`config.mk`:
```
export PLATFORM = sky130hd
export DESIGN_NAME = bf3_mean
export DESIGN_NICKNAME = d
export VERILOG_FILES = /design/src/rtl/bf3_pkg.sv /design/src/rtl/bf3_mean.sv
export SDC_FILE = /design/constraint.sdc
export NUM_CORES = 1
export LEC_CHECK = 0
export ABC_AREA = 1
export BUFFER_PORTS_ARGS = -buffer_cell sky130_fd_sc_hd__buf_2
export CORE_ASPECT_RATIO = 0.5
export CORE_MARGIN = 2
export CORE_UTILIZATION = 40
export DETAILED_ROUTE_END_ITERATION = 16
export PLACE_DENSITY_LB_ADDON = 0.08
export SLEW_MARGIN = 20
export SYNTH_ARGS = -nofsm -noshare
export SYNTH_HDL_FRONTEND = slang
export SYNTH_SLANG_ARGS = --single-unit
```
`constraint.sdc`:
```
create_clock -name vclk -period 14.77
set_clock_uncertainty 0.05 [all_clocks]
set_input_delay 0 -clock vclk [all_inputs]
set_output_delay 0 -clock vclk [all_outputs]
set_load 0.05 [all_outputs]
```
`src/rtl/bf3_pkg.sv`:
```
// bf3_pkg: shared widths, constants and register codes of the 3x3 box filter
// used by the stream interfaces, the filter sub-blocks and the top level
`default_nettype none

package bf3_pkg;

  localparam int PIXEL_W = 8;
  localparam int COORD_W = 10;
  localparam int SIZE_W  = 11;
  localparam int LEVEL_W = 8;
  localparam int SUM_W   = 12;   // nine 8-bit values
  localparam int DATA_W  = 32;
  localparam int PADDR_W = 4;

  localparam int MAX_WIDTH_DEFAULT = 1024;
  localparam int COUNT_LIMIT       = 1024;

  localparam logic [SIZE_W-1:0]  MIN_SIZE     = 11'd3;
  localparam logic [SIZE_W-1:0]  SIZE_RESET   = 11'd1024;
  localparam logic [LEVEL_W-1:0] LEVEL_RESET  = 8'd255;
  localparam logic [LEVEL_W-1:0] LEVEL_CAP    = 8'd255;
  localparam logic [COORD_W-1:0] FIRST_INNER  = 10'd2;

  // divide by nine: floor(sum * 3641 / 2^15) is exact for sum below 2^15
  localparam int RECIP_W     = 12;
  localparam int PROD_W      = SUM_W + RECIP_W;
  localparam int QUOT_W      = 9;
  localparam int RECIP_SHIFT = 15;
  localparam logic [RECIP_W-1:0] KERNEL_RECIP = 12'd3641;

  typedef enum logic [1:0] {
    REG_IMAGE_WIDTH  = 2'd0,
    REG_IMAGE_HEIGHT = 2'd1,
    REG_MAX_LEVEL    = 2'd2
  } reg_idx_t;

endpackage

`default_nettype wire

```
`src/rtl/bf3_mean.sv`:
```
// bf3_mean: window sum divided by nine by reciprocal multiply, then limited
// to 255 and to the configured grey level; depends on bf3_pkg
`default_nettype none

module bf3_mean (
  input  wire logic [bf3_pkg::SUM_W-1:0]   sum,
  input  wire logic [bf3_pkg::LEVEL_W-1:0] max_level,
  output logic      [bf3_pkg::PIXEL_W-1:0] mean
);

  logic [bf3_pkg::PROD_W-1:0]  prod;
  logic [bf3_pkg::QUOT_W-1:0]  quot;
  logic [bf3_pkg::PIXEL_W-1:0] capped;

  always_comb begin
    prod = bf3_pkg::PROD_W'(sum) * bf3_pkg::PROD_W'(bf3_pkg::KERNEL_RECIP);
    quot = prod[bf3_pkg::RECIP_SHIFT +: bf3_pkg::QUOT_W];
    if (quot > bf3_pkg::QUOT_W'(bf3_pkg::LEVEL_CAP)) begin
      capped = bf3_pkg::LEVEL_CAP;
    end else begin
      capped = quot[bf3_pkg::PIXEL_W-1:0];
    end
    if (capped > max_level) begin
      mean = max_level;
    end else begin
      mean = capped;
    end
  end

endmodule

`default_nettype wire

```
==> impl_metrics.py, run 1 <==
metrics = {
    "outcome": {
        "status": "complete, no violations",
    },
    "logic_synthesis": {
        "avgSynthCellArea_um2": 7.45,
        "netlist_area_mm2": 0.00287,
        "syn_nets": 513,
        "yosysTopAreaCell": "ha_1",
        "synth_cell_types": 28,
        "yosysWarnings": 0,
        "synth_top_cell_area_share_pct": 34.9,
        "synth_cells": 385,
        "yosysSeqAreaShare_pct": 0,
        "ys_top_cells_by_area": "ha_1 (35%), fa_1 (20%), nand2_1 (11%), inv_1 (9.3%), a21oi_1 (3.3%)",
    },
    "layout": {
        "synthToLayoutAreaGrowth_pct": 8.90,
        "nFlopsAndLatches": 0,
        "n_clock_buffer": 0,
        "num-fill-cells": 699,
        "layout-drive-gt1-share_pct": 14.0,
        "seqCellArea_um2": 0,
        "fin_nets": 543,
        "diodes": 0,
    },
    "sta": {
        "fin_ws_ns": 9.14,
        "maxSlewHeadroom_pct": 73.8,
        "final.min_clock_period_ns": 5.63,
        "final-hold-violation-count": 0,
        "final_max_slew_viol_count": 0,
        "rsz0062_at_grt": "false",
        "post-route-period-util_pct": 38.1,
        "setup-tns-final_ns": 0,
        "worst_slew_pin_slew_ns": 0.392,
        "hold_ws_ns": 0.351,
        "timing.fmax_ghz": 0.178,
        "setup_viol": 0,
    },
    "place": {
        "post-dp-hpwl_mm": 6.26,
        "io_buffer_count": 28,
        "gp_congestion": 0.877,
        "dp_slack_ns": 9.16,
    },
    "detailed_routing": {
        "postRouteAntennaNets": 0,
        "avgViaCountPerCell": 4.80,
        "drc": 0,
        "via_count": 2424,
        "drt_wl_total_mm": 6.57,
        "routed-wl-met3_um": 177,
        "highest_layer": "met3",
        "drtIter0Drc": 105,
        "wl_met2_mm": 2.70,
        "wl_per_cell_um": 13.0,
        "drtPass1Iterations": 4,
        "wl_met1_mm": 3.69,
    },
    "floorplan": {
        "initial_core_util_pct": 42.1,
        "die_area_mm2": 0.00790,
        "num_io_pins": 28,
        "core.rowCount": 21,
        "die_y_um": 63.9,
        "die_w_um": 124,
        "coreArea_mm2": 0.00681,
    },
    "setup_path": {
        "crit_cells": 31,
        "crit_required_ns": 14.72,
        "critical_path_arrival_ns": 5.58,
        "crit_path_start": "sum[7]",
        "endpoint": "mean[2]",
        "cp_top_family": "adder cells",
        "crit_path_max_incr_delay_ns": 0.54,
        "cp-start-kind": "input port",
        "cp.buffers_inverters": 9,
        "path_max_fanout": 9,
        "slowest_stage": "fa_1",
        "worst_setup_path_end_kind": "primary output",
        "worstSetupPathType": "input port to primary output",
        "cpMostUsedCell": "nand2_1",
    },
    "global_routing": {
        "grt_max_degree": 10,
        "grt_pass1_vias": 2460,
        "antenna_found_initial": 0,
        "track_usage_pct": 18.0,
        "grt_first_pass_wirelength_mm": 11.5,
        "grt.overflow.total": 0,
    },
    "hold_path": {
        "worstHoldPathType": "input port to primary output",
        "whs_path_depth": 4,
    },
    "run": {
        "max-cap-violations": 0,
    },
    "clock_tree": {
        "post_cts_buffers": 0,
        "ctsHoldBuffers": 0,
        "cts_resized": 0,
    },
}
[synthesized netlist by cell type]
cell type  count
o211ai_1       1
a21oi_2        1
ha_1          80
fa_1          28
nand3_2        2
nand2_4        3
o21ai_0        2
nand3_4        1
o21ai_1        6
nand4_1        3
nand2_1       87
nand3_1        8
nand2_2       13
nand4_2        1
a21boi_2       1
inv_1         71
xor2_1         4
nor3_4         1
nand3b_1       3
o21bai_1       3
nor3_1         3
a21o_1         6
o21bai_2       1
xnor2_1        4
a21oi_1       19
clkinv_1       2
nor2_1        25
inv_2          6
[layout make-up]
type	count	area (µm²)	share of cell area, %
inverter	79	297	9.50
multi-input combinational	306	2570	82.3
tap	92	115	3.69
timing repair buffer	28	140	4.49
[cells by family (layout without fill, tap and decap cells)]
group / count (synthesis) / count (layout) / synth area share, %
compound gates: 40 / 40 / 8.42
fa+ha+maj: 108 / 108 / 54.5
xor+xnor: 8 / 8 / 2.44
buf+inv: 79 / 107 / 10.3
simple gates: 150 / 150 / 24.3
[routing by layer]
layer	vias up	track usage [%]
met1	1101	28.8
li1	1283	-
met3	0	0.268
met5	-	0
met4	0	0.426
met2	40	28.5
[worst min path at each step]
stage,start,to,slack (ns)
after global placement,max_level[1],mean[1],0.35
after floorplan,max_level[0],mean[0],0.28
after detailed placement,max_level[7],mean[7],0.35
after CTS,max_level[7],mean[7],0.36
final,max_level[7],mean[7],0.35
after global routing,max_level[7],mean[7],0.38
[stage by stage]
step,cells,instance area [µm²],util (%)
5_1_grt,505,3120,45.9
4_1_cts,505,3120,45.9
3_5_place_dp,505,3120,45.9
6_report,505,3120,45.9
2_1_floorplan,385,2870,-
3_3_place_gp,505,3120,45.9
[worst min-delay path: stages]
cell	delay, ns
buf_2	0.10
nand2_1	0.05
nand2_1	0.04
buf_2	0.20
[cell usage in the layout, fill, tap and decap left out, drive strengths merged]
cell type  count
nand2        103
ha            80
inv           77
fa            28
buf           28
nor2          25
a21oi         20
nand3         11
o21ai          8
a21o           6
xnor2          4
xor2           4
o21bai         4
nor3           4
nand4          4
nand3b         3
clkinv         2
a21boi         1
o211ai         1
Power of run 1 is not shown: default switching activity piles up to over one toggle a cycle in this logic, so the estimate is an artifact.
==> run 2, diff against run 1 <==
==> constraint.sdc (replaced) <==
create_clock -name vclk -period 5.9
set_clock_uncertainty 0.05 [all_clocks]
set_input_delay 0 -clock vclk [all_inputs]
set_output_delay 0 -clock vclk [all_outputs]
set_load 0.05 [all_outputs]
==> impl_metrics.py, run 2 (synthesized netlist as in run 1, its figures left out) <==
metrics = {
    "outcome": {
        "status": "complete, no violations",
    },
    "layout": {
        "nFlopsAndLatches": 0,
        "synthToLayoutAreaGrowth_pct": 9.99,
        "final_cell_area_mm2": 0.00315,
        "final_cell_count_no_fill": 507,
        "fin_nets": 545,
        "seqCellArea_um2": 0,
        "n_clock_buffer": 0,
        "mostFrequentLayoutCell": "nand2_1",
        "diodes": 0,
        "mostFrequentLayoutCells": "nand2_1 (86), ha_1 (80), inv_1 (70)",
        "layout-drive-gt1-share_pct": 14.9,
        "num-fill-cells": 699,
    },
    "floorplan": {
        "coreArea_mm2": 0.00681,
        "die_w_um": 124,
        "num_io_pins": 28,
        "initial_core_util_pct": 42.1,
        "die_area_mm2": 0.00790,
        "core.rowCount": 21,
        "die_y_um": 63.9,
    },
    "setup_path": {
        "slowest_stage": "fa_1",
        "critical_path_arrival_ns": 5.44,
        "crit_path_max_incr_delay_ns": 0.54,
        "path_max_fanout": 8,
        "crit_required_ns": 5.85,
        "cp-start-kind": "input port",
        "worstSetupPathType": "input port to primary output",
        "worst_setup_path_end_kind": "primary output",
    },
    "hold_path": {
        "worstHoldPathType": "input port to primary output",
        "whs_endpoint": "mean[0]",
        "min-delay-start": "max_level[0]",
        "whs_path_depth": 4,
    },
    "sta": {
        "final_max_slew_viol_count": 0,
        "hold_ws_ns": 0.332,
        "final.min_clock_period_ns": 5.49,
        "maxSlewHeadroom_pct": 73.8,
        "worst_slew_pin_slew_ns": 0.392,
        "final-hold-violation-count": 0,
        "setup_viol": 0,
        "timing.fmax_ghz": 0.182,
        "post-route-period-util_pct": 93.1,
    },
    "global_routing": {
        "track_usage_pct": 18.0,
        "grt_pass1_vias": 2460,
        "grt_first_pass_wirelength_mm": 11.5,
        "grt_max_degree": 10,
        "antenna_found_initial": 0,
        "grt.overflow.total": 0,
    },
    "place": {
        "io_buffer_count": 28,
        "gp_congestion": 0.877,
        "placed_area_mm2": 0.00312,
        "dp_cells": 505,
        "post-dp-hpwl_mm": 6.26,
    },
    "detailed_routing": {
        "drc": 0,
        "drtIter0Drc": 110,
        "wl_per_cell_um": 13.1,
        "via_count": 2440,
        "drtPass1Iterations": 4,
        "avgViaCountPerCell": 4.81,
        "postRouteAntennaNets": 0,
        "drt_wl_total_mm": 6.63,
    },
    "run": {
        "max-cap-violations": 0,
    },
    "clock_tree": {
        "ctsHoldBuffers": 0,
    },
}
==> run 2: changes by cell type in the layout (fill, tap and decap cells not counted) <==
cell / change
inv_1: -1
buf_2: -4
buf_4: +6
nand2_2: +1
nand2_1: -1
clkinvlp_4: +1
==> run 2: repair_timing <==
action / CTS / global route
endpoints found under the setup margin: 0 / 8
setup buffers: 0 / 2
gates resized for setup: 0 / 10
==> run 2: metal layers <==
layer  vias up  track usage, %  routed length (µm)
li1       1284               -                   -
met1      1115            28.8                3690
met2        41            28.5                2740
met3         0           0.268                 197
met4         0           0.426                   0
met5         -               0                   0
==> run 2: cell type report <==
| type | instances | area, µm² | share of cell area [%] |
|---|---|---|---|
| multi-input combinational | 306 | 2570 | 81.6 |
| inverter | 79 | 300 | 9.52 |
| timing repair buffer | 30 | 165 | 5.24 |
| tap | 92 | 115 | 3.65 |
==> run 2: worst max path at each step <==
stage            from       to  slack, ns
3_5_place_dp   sum[7]  mean[2]       0.29
2_1_floorplan  sum[7]  mean[0]       0.85
5_1_grt        sum[7]  mean[6]     -0.004
4_1_cts        sum[7]  mean[2]       0.25
3_3_place_gp   sum[7]  mean[4]       0.31
6_report       sum[7]  mean[5]       0.41
==> run 2: per-stage QoR <==
| stage | TNS, ns | util [%] | setup slack, ns |
|---|---|---|---|
| floorplan | 0 | - | 0.849 |
| global placement | 0 | 45.9 | 0.311 |
| detailed placement | 0 | 45.9 | 0.292 |
| CTS | 0 | 45.9 | 0.249 |
| global route | -0.00388 | 46.4 | -0.00388 |
| finish | 0 | 46.4 | 0.405 |
==> run 2: worst max-delay path: cells and delay by family <==
family,cells,cell delay [ns]
fa+ha+maj,7,3.01
simple gates,11,0.99
buf+inv,9,0.87
compound gates,4,0.60
Power of run 2 is left out for the same reason.
